[src/rtl/base64_stream_encoder_top_defines.svh]
// assertion macros for the base64 stream encoder
// used by base64_stream_encoder_top; expects clk and rst_n in scope
`ifndef BASE64_STREAM_ENCODER_TOP_DEFINES_SVH
`define BASE64_STREAM_ENCODER_TOP_DEFINES_SVH

// consequent must hold in the same cycle as the antecedent
`define B64E_ASSERT_NOW(lbl, ante, cons, msg) \
  lbl: assert property (@(posedge clk) disable iff (!rst_n) (ante) |-> (cons)) \
    else $error(msg);

// consequent must hold in the cycle after the antecedent
`define B64E_ASSERT_NEXT(lbl, ante, cons, msg) \
  lbl: assert property (@(posedge clk) disable iff (!rst_n) (ante) |=> (cons)) \
    else $error(msg);

`endif

[src/rtl/b64e_pkg.sv]
// shared types, constants and the alphabet lookup of the base64 encoder
// no dependencies
`timescale 1ns / 1ps

package b64e_pkg;

  localparam int CHAR_W  = 8;
  localparam int BYTE_W  = 8;
  localparam int SEXT_W  = 6;
  localparam int SLOTS   = 4;
  localparam int SLOT_W  = $clog2(SLOTS);
  localparam int NCHR_W  = $clog2(SLOTS + 2);

  // transaction queue between front and back
  localparam int QDEPTH  = 2;
  localparam int QPTR_W  = (QDEPTH > 1) ? $clog2(QDEPTH) : 1;
  localparam int QCNT_W  = $clog2(QDEPTH + 1);

  localparam logic [CHAR_W-1:0] PAD_CHAR = 8'h3D;

  // pending bit counts
  localparam logic [2:0] LEFT_0 = 3'd0;
  localparam logic [2:0] LEFT_2 = 3'd2;
  localparam logic [2:0] LEFT_4 = 3'd4;

  // one encoded burst: up to four characters
  typedef struct packed {
    logic [SLOTS-1:0][CHAR_W-1:0] chars;
    logic [SLOT_W-1:0]            n_m1;
    logic                         fin;
  } job_t;

  // queue status seen by front and back
  typedef struct packed {
    logic full;
    logic empty;
  } q_stat_t;

  // encoder state seen by the top for checking
  typedef struct packed {
    logic [2:0] cnt;
    logic [1:0] grp;
  } enc_st_t;

  // standard alphabet
  function automatic logic [CHAR_W-1:0] b64_char(input logic [SEXT_W-1:0] s);
    logic [CHAR_W-1:0] c;
    case (s) inside
      [6'd0 : 6'd25]:  c = 8'h41 + CHAR_W'(s);
      [6'd26 : 6'd51]: c = 8'h61 + CHAR_W'(s - 6'd26);
      [6'd52 : 6'd61]: c = 8'h30 + CHAR_W'(s - 6'd52);
      6'd62:           c = 8'h2B;
      default:         c = 8'h2F;
    endcase
    return c;
  endfunction

endpackage

[src/rtl/b64e_front.sv]
// front end: accepts bytes, keeps pending bits and builds character bursts
// depends on b64e_pkg
`timescale 1ns / 1ps

module b64e_front (
  input  logic                       clk,
  input  logic                       rst_n,
  input  logic                       in_valid,
  output logic                       in_ready,
  input  logic [7:0]                 in_data_byte,
  input  logic                       in_final_byte,
  input  b64e_pkg::q_stat_t          q_stat,
  output logic                       push,
  output b64e_pkg::job_t             push_job,
  output b64e_pkg::enc_st_t          enc_st
);
  import b64e_pkg::*;

  logic [3:0]  bits_r, bits_nxt;
  logic [2:0]  cnt_r, cnt_nxt;
  logic [1:0]  grp_r, grp_nxt;

  logic [2:0]             cnt_s;
  logic [11:0]            acc;
  logic [SEXT_W-1:0]      s0, s1, sf;
  logic [NCHR_W-1:0]      nbase, nchar, total;
  logic [3:0]             rem_bits;
  logic [2:0]             rem_cnt;
  logic [1:0]             grp_end, pad;
  logic [SLOTS-1:0][CHAR_W-1:0] base;

  assign in_ready = !q_stat.full;
  assign push     = in_valid && in_ready;
  assign enc_st   = '{cnt: cnt_r, grp: grp_r};

  // split the accumulated bits into sextets
  always_comb begin
    cnt_s    = (cnt_r == LEFT_2 || cnt_r == LEFT_4) ? cnt_r : LEFT_0;
    acc      = {bits_r, in_data_byte};
    s0       = '0;
    s1       = '0;
    rem_bits = '0;
    rem_cnt  = LEFT_0;
    nbase    = NCHR_W'(1);
    case (cnt_s)
      LEFT_2: begin
        s0       = acc[9:4];
        rem_bits = acc[3:0];
        rem_cnt  = LEFT_4;
      end
      LEFT_4: begin
        s0    = acc[11:6];
        s1    = acc[5:0];
        nbase = NCHR_W'(2);
      end
      default: begin
        s0       = acc[7:2];
        rem_bits = {2'b00, acc[1:0]};
        rem_cnt  = LEFT_2;
      end
    endcase
  end

  // burst assembly: data characters, flush character and padding
  always_comb begin
    base    = {SLOTS{PAD_CHAR}};
    base[0] = b64_char(s0);
    if (nbase == NCHR_W'(2)) begin
      base[1] = b64_char(s1);
    end
    sf    = (rem_cnt == LEFT_4) ? {rem_bits, 2'b00} : {rem_bits[1:0], 4'b0000};
    nchar = nbase;
    if (in_final_byte && rem_cnt != LEFT_0) begin
      base[nbase[SLOT_W-1:0]] = b64_char(sf);
      nchar = nbase + NCHR_W'(1);
    end
    grp_end = grp_r + nchar[1:0];
    pad     = in_final_byte ? 2'(-grp_end) : 2'd0;
    total   = nchar + NCHR_W'(pad);
    if (total > NCHR_W'(SLOTS)) begin
      total = NCHR_W'(SLOTS);
    end
    push_job.chars = base;
    push_job.n_m1  = SLOT_W'(total - NCHR_W'(1));
    push_job.fin   = in_final_byte;
  end

  // next pending state
  always_comb begin
    bits_nxt = bits_r;
    cnt_nxt  = cnt_r;
    grp_nxt  = grp_r;
    if (push) begin
      if (in_final_byte) begin
        bits_nxt = '0;
        cnt_nxt  = LEFT_0;
        grp_nxt  = '0;
      end else begin
        bits_nxt = rem_bits;
        cnt_nxt  = rem_cnt;
        grp_nxt  = grp_r + nbase[1:0];
      end
    end
  end

  always_ff @(posedge clk) begin
    if (!rst_n) begin
      bits_r <= '0;
      cnt_r  <= LEFT_0;
      grp_r  <= '0;
    end else begin
      bits_r <= bits_nxt;
      cnt_r  <= cnt_nxt;
      grp_r  <= grp_nxt;
    end
  end

endmodule

[src/rtl/b64e_queue.sv]
// short queue of character bursts between front and back
// depends on b64e_pkg
`timescale 1ns / 1ps

module b64e_queue (
  input  logic               clk,
  input  logic               rst_n,
  input  logic               push,
  input  b64e_pkg::job_t     push_job,
  input  logic               pop,
  output b64e_pkg::job_t     head_job,
  output b64e_pkg::q_stat_t  q_stat
);
  import b64e_pkg::*;

  job_t              mem_r [QDEPTH];
  logic [QPTR_W-1:0] wr_ptr_r, wr_ptr_nxt;
  logic [QPTR_W-1:0] rd_ptr_r, rd_ptr_nxt;
  logic [QCNT_W-1:0] cnt_r, cnt_nxt;
  logic              do_push, do_pop;

  assign q_stat.full  = (cnt_r == QCNT_W'(QDEPTH));
  assign q_stat.empty = (cnt_r == '0);
  assign head_job     = mem_r[rd_ptr_r];
  assign do_push      = push && !q_stat.full;
  assign do_pop       = pop && !q_stat.empty;

  // pointer and fill tracking
  always_comb begin
    wr_ptr_nxt = wr_ptr_r;
    rd_ptr_nxt = rd_ptr_r;
    cnt_nxt    = cnt_r;
    if (do_push) begin
      wr_ptr_nxt = (wr_ptr_r == QPTR_W'(QDEPTH - 1)) ? '0 : wr_ptr_r + QPTR_W'(1);
    end
    if (do_pop) begin
      rd_ptr_nxt = (rd_ptr_r == QPTR_W'(QDEPTH - 1)) ? '0 : rd_ptr_r + QPTR_W'(1);
    end
    if (do_push && !do_pop) begin
      cnt_nxt = cnt_r + QCNT_W'(1);
    end else if (do_pop && !do_push) begin
      cnt_nxt = cnt_r - QCNT_W'(1);
    end
  end

  always_ff @(posedge clk) begin
    if (!rst_n) begin
      wr_ptr_r <= '0;
      rd_ptr_r <= '0;
      cnt_r    <= '0;
    end else begin
      wr_ptr_r <= wr_ptr_nxt;
      rd_ptr_r <= rd_ptr_nxt;
      cnt_r    <= cnt_nxt;
    end
  end

  // burst storage
  always_ff @(posedge clk) begin
    if (do_push) begin
      mem_r[wr_ptr_r] <= push_job;
    end
  end

endmodule

[src/rtl/b64e_back.sv]
// back end: serialises queued bursts into one character per transaction
// depends on b64e_pkg
`timescale 1ns / 1ps

module b64e_back (
  input  logic                        clk,
  input  logic                        rst_n,
  input  b64e_pkg::job_t              head_job,
  input  b64e_pkg::q_stat_t           q_stat,
  output logic                        pop,
  output logic [b64e_pkg::SLOT_W-1:0] slot_idx,
  output logic                        out_valid,
  input  logic                        out_ready,
  output logic [7:0]                  out_char,
  output logic                        out_final_char
);
  import b64e_pkg::*;

  logic [SLOT_W-1:0] idx_r, idx_nxt;
  logic              valid_r, valid_nxt;
  logic [CHAR_W-1:0] char_r, char_nxt;
  logic              fin_r, fin_nxt;
  logic              load, take, last_slot;

  assign load      = !valid_r || out_ready;
  assign take      = load && !q_stat.empty;
  assign last_slot = (idx_r == head_job.n_m1);
  assign pop       = take && last_slot;
  assign slot_idx  = idx_r;

  // output register and slot walk
  always_comb begin
    idx_nxt   = idx_r;
    valid_nxt = valid_r;
    char_nxt  = char_r;
    fin_nxt   = fin_r;
    if (load) begin
      valid_nxt = take;
    end
    if (take) begin
      char_nxt = head_job.chars[idx_r];
      fin_nxt  = head_job.fin && last_slot;
      idx_nxt  = last_slot ? '0 : idx_r + SLOT_W'(1);
    end
  end

  always_ff @(posedge clk) begin
    if (!rst_n) begin
      idx_r   <= '0;
      valid_r <= 1'b0;
    end else begin
      idx_r   <= idx_nxt;
      valid_r <= valid_nxt;
    end
  end

  always_ff @(posedge clk) begin
    char_r <= char_nxt;
    fin_r  <= fin_nxt;
  end

  assign out_valid      = valid_r;
  assign out_char       = char_r;
  assign out_final_char = fin_r;

endmodule

[src/rtl/base64_stream_encoder_top.sv]
// channel   | ports                                   | direction
// input     | in_valid in_ready in_data_byte in_final_byte | byte in
// result    | out_valid out_ready out_char out_final_char   | character out
//
// each byte gives a burst of one to four characters; the output emits one
// character per cycle while a burst is queued and out_ready is high.
// a two-entry burst queue separates byte intake from character output.
// reset is synchronous, active low; it empties the queue and the pending bits.
// a byte's first character is registered in the burst queue and then in the
// output register before it shows on out_char with out_valid.
// depends on b64e_pkg, b64e_front, b64e_queue, b64e_back and the defines header
`timescale 1ns / 1ps
`include "base64_stream_encoder_top_defines.svh"

module base64_stream_encoder_top (
  input  logic       clk,
  input  logic       rst_n,
  input  logic       in_valid,
  output logic       in_ready,
  input  logic [7:0] in_data_byte,
  input  logic       in_final_byte,
  output logic       out_valid,
  input  logic       out_ready,
  output logic [7:0] out_char,
  output logic       out_final_char
);
  import b64e_pkg::*;

  job_t              push_job, head_job;
  q_stat_t           q_stat;
  enc_st_t           enc_st;
  logic              push, pop;
  logic [SLOT_W-1:0] slot_idx;
  logic              in_fin_acc, st_empty, st_paired;

  // byte intake and burst building
  b64e_front u_front (
    .clk           (clk),
    .rst_n         (rst_n),
    .in_valid      (in_valid),
    .in_ready      (in_ready),
    .in_data_byte  (in_data_byte),
    .in_final_byte (in_final_byte),
    .q_stat        (q_stat),
    .push          (push),
    .push_job      (push_job),
    .enc_st        (enc_st)
  );

  // burst queue
  b64e_queue u_queue (
    .clk      (clk),
    .rst_n    (rst_n),
    .push     (push),
    .push_job (push_job),
    .pop      (pop),
    .head_job (head_job),
    .q_stat   (q_stat)
  );

  // character output
  b64e_back u_back (
    .clk            (clk),
    .rst_n          (rst_n),
    .head_job       (head_job),
    .q_stat         (q_stat),
    .pop            (pop),
    .slot_idx       (slot_idx),
    .out_valid      (out_valid),
    .out_ready      (out_ready),
    .out_char       (out_char),
    .out_final_char (out_final_char)
  );

  // terms for the checks
  assign in_fin_acc = in_valid && in_ready && in_final_byte;
  assign st_empty   = (enc_st.cnt == LEFT_0) && (enc_st.grp == 2'd0);
  assign st_paired  = st_empty ||
                      ((enc_st.cnt == LEFT_2) && (enc_st.grp == 2'd1)) ||
                      ((enc_st.cnt == LEFT_4) && (enc_st.grp == 2'd2));

  // checks
  `B64E_ASSERT_NEXT(a_final_clears, in_fin_acc, st_empty, "state not empty after final byte")
  `B64E_ASSERT_NOW(a_state_pairing, 1'b1, st_paired, "pending bits and group count disagree")
  `B64E_ASSERT_NOW(a_idle_slot, q_stat.empty, slot_idx == '0, "slot index moved with empty queue")

endmodule
[config.mk]
export PLATFORM = sky130hd
export DESIGN_NAME = base64_stream_encoder_top
export DESIGN_NICKNAME = d
export VERILOG_FILES = /design/src/rtl/b64e_pkg.sv /design/src/rtl/b64e_front.sv /design/src/rtl/b64e_queue.sv /design/src/rtl/b64e_back.sv /design/src/rtl/base64_stream_encoder_top.sv
export VERILOG_INCLUDE_DIRS = /design/src /design/src/rtl
export SDC_FILE = /design/constraint.sdc
export NUM_CORES = 1
export LEC_CHECK = 0
export ABC_AREA = 1
export ABC_CLOCK_PERIOD_IN_PS = 5050
export BUFFER_PORTS_ARGS = -buffer_cell sky130_fd_sc_hd__clkbuf_2
export CORE_ASPECT_RATIO = 1.1
export CORE_MARGIN = 2
export CORE_UTILIZATION = 55
export DETAILED_ROUTE_END_ITERATION = 8
export HOLD_SLACK_MARGIN = 0.05
export PLACE_DENSITY_LB_ADDON = 0.2
export SLEW_MARGIN = 20
export SYNTH_ARGS = -nofsm -noshare
export SYNTH_HDL_FRONTEND = slang
export SYNTH_HIERARCHICAL = 1
export SYNTH_SLANG_ARGS = --single-unit
[constraint.sdc]
create_clock -name clk -period 5.05 [get_ports clk]
set_clock_uncertainty 0.2 [all_clocks]
set_input_delay 1.01 -clock clk [delete_from_list [all_inputs] [get_ports clk]]
set_output_delay 1.01 -clock clk [all_outputs]
set_load 0.02 [all_outputs]
# Yosys cells after proc, flatten, opt, wreduce, memory -nomap -nowiden
# Memories as Yosys holds them, arrays and structs flattened. A register that Yosys moved wholly into a read port is not among the register bits.
# Index checks and enable logic that the tools add are counted.
[totals]
regBits = 25
wordCells = 141
mem_count = 1
ram_bits = 70
out_inout_bits = 11
[mem_list]
columns = ["name", "words", "word_bits", "rd", "rd_clocked_by_memory_dff", "wr", "line", "source"]
rows = [
  ["u_queue.mem_r", 2, 35, 1, 1, 1, "b64e_queue.sv:16", "job_t mem_r [QDEPTH];"],
]
[classes]
n_reduce_logical = 29
order_cmp = 22
n_addsub = 26
mux = 42
eq_ne = 11
[op_table]
columns = ["operator", "count"]
rows = [
  ["8-bit 2-to-1 mux", 13],
  ["6-bit less-or-equal comparator (second input constant)", 6],
  ["32-bit bitwise mux", 1],
  ["32-bit 2-to-1 mux", 1],
  ["6-bit by 8-bit adder with 8-bit output (first input constant)", 3],
  ["7-bit by 6-bit adder with 8-bit output (first input constant)", 3],
  ["7-bit by 8-bit adder with 8-bit output (first input constant)", 3],
  ["6-bit by 5-bit subtractor with 7-bit output (second input constant)", 3],
  ["6-bit by 6-bit subtractor with 7-bit output (second input constant)", 3],
  ["1-bit logical AND", 19],
  ["6-bit == test (second input constant)", 3],
  ["6-bit by 1-bit greater-or-equal comparator with 1-bit output (second input constant)", 3],
  ["6-bit by 5-bit greater-or-equal comparator with 1-bit output (second input constant)", 3],
  ["6-bit greater-or-equal comparator (second input constant)", 3],
  ["6-bit by 5-bit less-or-equal comparator with 1-bit output (second input constant)", 3],
  ["3-bit 2-to-1 mux", 6],
  ["8-bit binary-select mux with 2-bit select", 1],
  ["8-bit demux with 2-bit select", 1],
  ["2-bit 2-to-1 mux", 7],
  ["6-bit 2-to-1 mux", 2],
  ["6-bit one-hot mux with 2 select lines", 1],
  ["3-bit == test (second input constant)", 3],
  ["4-bit one-hot mux with 2 select lines", 1],
  ["3-bit by 2-bit == test with 1-bit output (second input constant)", 2],
  ["other kinds (20)", 36],
]

# Depth between registers and ports, before layout
# Gate-level depths: netlist of the first run.
[depth]
word_depth = 15
ltp_mapped = 19
ltp_nobuf = 18

# Cells and area by module
# The synthesis of the first run kept the hierarchy.
[by_module_without_submodules]
columns = ["mod", "area_each_um2", "cells_each", "instances"]
rows = [
  ["b64e_front", 2981.6, 492, 1],
  ["b64e_queue", 2925.3, 147, 1],
  ["b64e_back", 716.9, 86, 1],
]

# Least setup slack after synthesis of the first run
# No wires, ideal clock.
[synth_path]
kind = "input to register"
from = "input in_valid"
to = "memory u_queue/mem_r[1][0] (netlist name), enable pin"
stages = 4
t_arrival_ps = 2817
path_slack_ps = 1606
path_cell_list = "nand2_1 > inv_1 > o21ai_2 > nor2_1"
[synth_between]
elab_chain_cells = 4
[synth_lines]
columns = ["item", "line", "source"]
rows = [
  ["start: declaration", "base64_stream_encoder_top.sv:18", "input logic in_valid,"],
  ["1-bit logical AND", "b64e_front.sv:33", "assign push = in_valid && in_ready;"],
  ["via push", "base64_stream_encoder_top.sv:32", "logic push, pop;"],
  ["1-bit logical AND", "b64e_queue.sv:25", "assign do_push = push && !q_stat.full;"],
  ["1-bit 2-to-1 mux", "b64e_queue.sv:60", "if (do_push) begin"],
  ["1-bit 2-to-1 mux (not written as such)", "b64e_queue.sv:61", "mem_r[wr_ptr_r] <= push_job;"],
  ["end: declaration", "b64e_queue.sv:16", ""],
]
# The timed path passes the listed nets, and every way through them passes these cells.

==> results_dict.tcl, run 1 <==
set metrics [dict create \
    worst_pin_slew_ns 1.02 \
    cp-startpoint "u_front/cnt_r[1]$_SDFFE_PN0P_" \
    endpoint_kind "flip-flop" \
    cts_made_buffers 9 \
    drt_wl_total_mm 12.9 \
    grt_antenna_before_repair 0 \
    endpoint "u_queue/mem_r[1][2]$_DFFE_PP_" \
    tritoncts "done" \
    antenna_left 0 \
    slew_viol_final 0 \
    intPower_mw 1.85 \
    tns_ns 0 \
    cts_resized 0 \
    grt_pass1_wl_mm 21.4 \
    holdBufCountCts 0 \
    vias 4688 \
    final_nets 796 \
    cts.path.max_buffers 2 \
    ys_warn_count 6 \
    switching_share_pct 36.9 \
    cp.depth 10 \
    drtPass1Iterations 5 \
    gp_congestion 0.926 \
    peakVddDrop_mv 0.350 \
    syn_area_per_cell_um2 9.14 \
    worstRegToRegCells 10 \
    grt_overflow 0 \
    finalPower_mw 2.93 \
    combinationalPowerShare_pct 37.8 \
    whs_ns 0.303 \
    cpMaxStageDelayCell "ha_1" \
    rr_startpoint "u_front/cnt_r[1]$_SDFFE_PN0P_" \
    cp.arrival_ns 3.40 \
    placementRows 42 \
    netlist_area_um2 6620 \
    grt_pass1_vias 4606 \
    drc 0 \
    crit_family "adder cells" \
    initial_core_util_pct 55.7 \
    cts_max_level 3 \
    postCtsSetupBuffers 0 \
    drt_iter0_markers 249 \
    core_area_um2 11900 \
    p_switching_mw 1.08 \
    grt_max_degree 36 \
    routed_via_density 5.19 \
    placement.cell_area_um2 6720 \
    slowest_delay_ns 0.75 \
    maxSlewHeadroom_pct 31.7 \
    rsz0062_at_grt "no" \
    crit_required_ns 4.93 \
    pre_cts_ws_ns 1.57 \
    status "complete, no violations" \
    clock_sinks 95 \
    reg2reg_setup_slack_ns 1.53 \
    worst-setup-path-type "flip-flop to flip-flop" \
    fp.dieW_um 109 \
    ios 24 \
    die_h_um 119 \
    hold_viol_final 0 \
    setup-violations-final 0 \
    root_buffer "clkbuf_16" \
    cpMostUsedCell "ha_1" \
    clock_latency_ns 0.34 \
    gr-usage-all-layers_pct 20.8 \
    layout_min_cycle_time_ns 3.52 \
    wl_per_cell_um 14.3 \
    r2r-end "u_queue/mem_r[1][2]$_DFFE_PP_" \
    fmax_ghz 0.284 \
    clk_pin_slew_worst_paths_ns 0.07 \
    p_leak_nw 2.98 \
    fin_ws_ns 1.53 \
    power.density_nw_per_um2 418 \
    path_max_fanout 21 \
    path_buf_inv 2 \
    dp_hpwl_mm 9.82 \
    cp_cell_sequence "inv_1, ha_1, inv_1, ha_1, ha_1, or2_2, nand3_1, fa_1, nor2_1, xor2_1" \
    power_frac_seq_pct 40.5 \
    area_delta_synth_final_pct 5.81 \
    stdcell_area_um2 7000 \
    antenna_cells 0 \
    hp-class "flip-flop to flip-flop" \
    dieArea_um2 12900 \
    period_share_pct 69.8 \
    io_buffers 23 \
    drv_cap 0 \
    cp-start-kind "flip-flop" \
    drive_gt1_share_pct 22.2 \
    syn_inst 724 \
    clockPowerShare_pct 21.7 \
]
[how the worst min path moves through the flow]
| stage | slack, ns | to | start | cells past startpoint |
|---|---|---|---|---|
| finish | 0.30 | u_front/bits_r[3]$_SDFFE_PN0P_ | u_front/bits_r[3]$_SDFFE_PN0P_ | 2 |
| global route | 0.32 | u_front/bits_r[3]$_SDFFE_PN0P_ | u_front/bits_r[3]$_SDFFE_PN0P_ | 2 |
| CTS | 0.30 | u_front/bits_r[3]$_SDFFE_PN0P_ | u_front/bits_r[3]$_SDFFE_PN0P_ | 2 |
| detailed placement | 0.29 | u_front/bits_r[3]$_SDFFE_PN0P_ | u_front/bits_r[3]$_SDFFE_PN0P_ | 2 |
| global placement | 0.28 | u_front/bits_r[3]$_SDFFE_PN0P_ | u_front/bits_r[3]$_SDFFE_PN0P_ | 2 |
| floorplan | 0.26 | u_front/bits_r[3]$_SDFFE_PN0P_ | u_front/bits_r[3]$_SDFFE_PN0P_ | 2 |
[power by group through the flow]
stage	Clock (mW)	Sequential, mW	Combinational [mW]
after floorplan	0	1.23	0.878
after global placement	0	1.19	1.09
after detailed placement	0	1.20	1.11
after CTS	0.648	1.19	1.11
after global routing	0.680	1.21	1.23
final	0.634	1.19	1.11
[layout make-up]
class / instances / area [um^2]
Sequential cell: 95 / 2690
Tap cell: 154 / 193
Fill cell: 1064 / 4880
Multi-Input combinational cell: 524 / 3350
Clock inverter: 6 / 50.0
Timing Repair Buffer: 26 / 138
Clock buffer: 10 / 229
Inverter: 88 / 343
[state kept, by name, indices dropped and copies added (netlist names), named ones only]
name,cells
u_queue/mem_r,70
u_back/out_char,8
u_front/bits_r,4
u_back/slot_idx,2
u_front/cnt_r,2
u_front/grp_r,2
u_queue/cnt_r,2
u_back/out_final_char,1
u_back/out_valid,1
u_queue/rd_ptr_r,1
u_queue/wr_ptr_r,1
[per-stage QoR]
stage	cells	util, %
CTS	903	58.9
finish	903	58.9
detailed placement	887	56.6
floorplan	730	-
global route	903	58.9
global placement	887	56.6
[cells in the final DEF (no fill, tap or decap), types with 2 or more instances in the layout]
cell         n
nand4_1     10
nand2_2     23
xor2_1      11
xnor2_1      5
inv_4        3
clkbuf_16    9
nand2_1    184
dfxtp_1     15
ha_1        38
conb_1       8
inv_2       18
inv_1       65
nand3_4      5
inv_6        4
o21ai_2      4
o21ai_4      2
nand2_4      6
mux2_2       5
nor3_1       2
nand3_2     11
nand3_1     45
nor2_1      50
nand3b_1     3
clkbuf_2    23
o21ai_1     10
o211ai_1     2
o21ai_0     21
mux2_4      30
edfxtp_1    79
clkinv_1     2
nor2_2       5
o22ai_1      8
nor2_4       7
buf_4        3
a21oi_1     19
[worst register-to-register path, stage by stage (launching register included)]
cell     delay (ns)
dfxtp_1        0.34
inv_1          0.09
ha_1           0.76
inv_1          0.26
ha_1           0.39
ha_1           0.20
or2_2          0.29
nand3_1        0.09
fa_1           0.42
nor2_1         0.14
xor2_1         0.09
[layer usage]
layer  wire length [um]  global-route usage [%]
met5                  0                       0
met1               5990                    27.1
met4                170                    6.01
met2               6340                    35.6
met3                429                    3.17
No activity file was read; power rests on OpenSTA's default activity.
==> inputs of run 2 (changes only) <==
ABC_AREA = 0   (was 1)
ABC_CLOCK_PERIOD_IN_PS = 2880   (was 5050)
clock period = 2.88 ns   (was 5.05 ns; I/O delays follow)
==> run 2 against run 1 <==
Effect of this change: the flow now finishes with violations (setup timing); routed wire length fell by 1.6%; sequential power rose by 70%; area after synthesis fell by 9.9%; non-clock buffer count rose by 76; final area rose by 4.6%; synthesized cell count fell by 26%; critical endpoint is now u_queue/mem_r[1][4]$_DFFE_PP_.
==> results_dict.tcl, run 2 <==
set metrics [dict create \
    cts_max_level 3 \
    final-seq-area_um2 2700 \
    maxSlewHeadroom_pct 56.4 \
    routed_via_density 5.58 \
    hp-class "flip-flop to flip-flop" \
    io_buffers 23 \
    fin_ws_ns -0.174 \
    grt_pass1_wl_mm 20.5 \
    antenna_cells 0 \
    period_share_pct 106 \
    fin_util_pct 69.8 \
    syn_inst 533 \
    grt_overflow 0 \
    p_leak_nw 2.67 \
    area_delta_synth_final_pct 22.8 \
    core_area_um2 10500 \
    initial_core_util_pct 56.9 \
    endpoint_kind "flip-flop" \
    multiInputGateArea_um2 3300 \
    holdBufCountCts 0 \
    gp_congestion 0.856 \
    stdcell_area_um2 7320 \
    finalPower_mw 5.25 \
    layout_min_cycle_time_ns 3.05 \
    dp.cells 740 \
    cp.arrival_ns 2.92 \
    drt_iter0_markers 268 \
    tns_ns -1.98 \
    rsz0062_at_grt "yes" \
    gr-usage-all-layers_pct 22.7 \
    largest_register "u_queue/mem_r" \
    vias 4275 \
    num-fill-cells 773 \
    dp_hpwl_mm 9.40 \
    tritoncts "done" \
    cts_made_buffers 9 \
    fp.dieW_um 103 \
    power.density_nw_per_um2 717 \
    grt_max_degree 37 \
    placement.cell_area_um2 6710 \
    grt_antenna_before_repair 0 \
    path_max_fanout 7 \
    pre_cts_ws_ns -0.203 \
    peakVddDrop_mv 0.362 \
    hold_viol_final 0 \
    ios 24 \
    clk_pin_slew_worst_paths_ns 0.07 \
    crit_required_ns 2.75 \
    drt_wl_total_mm 12.7 \
    grt_pass1_vias 4060 \
    drv_cap 0 \
    instances_no_fill 766 \
    status "finished with violations" \
    drtPass1Iterations 5 \
    ys_warn_count 6 \
    syn_area_per_cell_um2 11.2 \
    final_common_cell "edfxtp_1" \
    die_h_um 113 \
    setup-violations-final 16 \
    mostFrequentLayoutCells "79 x edfxtp_1, 74 x buf_4, 39 x nand2_1, 35 x mux2_2, 29 x nor2_1" \
    cp-start-kind "flip-flop" \
    cts.path.max_buffers 2 \
    root_buffer "clkbuf_16" \
    fmax_ghz 0.327 \
    antenna_left 0 \
    clock_sinks 95 \
    wl_per_cell_um 16.6 \
    drive_gt1_share_pct 36.6 \
    dieArea_um2 11700 \
    netlist_area_um2 5960 \
    worst_pin_slew_ns 0.654 \
    clock_latency_ns 0.34 \
    worst-setup-path-type "flip-flop to flip-flop" \
    placementRows 39 \
    final_nets 670 \
    whs_ns 0.275 \
    largest_reg_flops 70 \
    failed_checks "setup timing" \
    slew_viol_final 0 \
    drc 0 \
]
==> run 2: power by group <==
group	switching, mW	internal, mW
clock	0.518	0.603
combinational	1.16	0.945
sequential	0.0946	1.93
total	1.77	3.48
==> run 2: layout make-up <==
cell class | instances | area share (%)
clock buffers | 9 | 3.08
clock inverters | 7 | 0.854
inverters | 25 | 1.40
multi-input cells | 385 | 45.1
flip-flops and latches | 95 | 36.9
well taps | 143 | 2.44
repair buffers | 102 | 10.3
==> run 2: final timing paths <==
kind	startpoint	to	slack, ns	depth (start not counted)
setup / recovery	u_front/cnt_r[1]$_SDFFE_PN0P_	u_queue/mem_r[1][4]$_DFFE_PP_	-0.17	12
hold / removal	u_front/bits_r[3]$_SDFFE_PN0P_	u_front/bits_r[3]$_SDFFE_PN0P_	0.27	2
setup reg to reg	u_front/cnt_r[1]$_SDFFE_PN0P_	u_queue/mem_r[1][4]$_DFFE_PP_	-0.17	12
hold reg to reg	u_front/bits_r[3]$_SDFFE_PN0P_	u_front/bits_r[3]$_SDFFE_PN0P_	0.27	2
==> run 2: critical path, cell delays in order, from the launching register on <==
cell	delay (ns)
dfxtp_4	0.37
inv_4	0.04
ha_4	0.30
clkinvlp_4	0.16
buf_4	0.18
mux2_4	0.33
ha_2	0.21
a21oi_2	0.15
and3_4	0.20
o32ai_4	0.09
buf_12	0.15
a211oi_4	0.24
a21oi_1	0.15
==> run 2: repair_timing <==
item	4_1_cts	5_1_grt
gates resized for setup	14	46
setup buffers	2	8
pin swaps	8	16
cloned	0	0
setup endpoints to repair	22	40
==> run 2: per-layer routing <==
layer	wire length [um]	part of all wire [%]	up-vias	global-route usage (%)
met1	5630	44	2034	31.4
met5	0	0	-	0
met2	6340	50	97	36.6
li1	-	-	2128	-
met3	509	4.0	16	3.58
met4	247	1.9	0	7.28
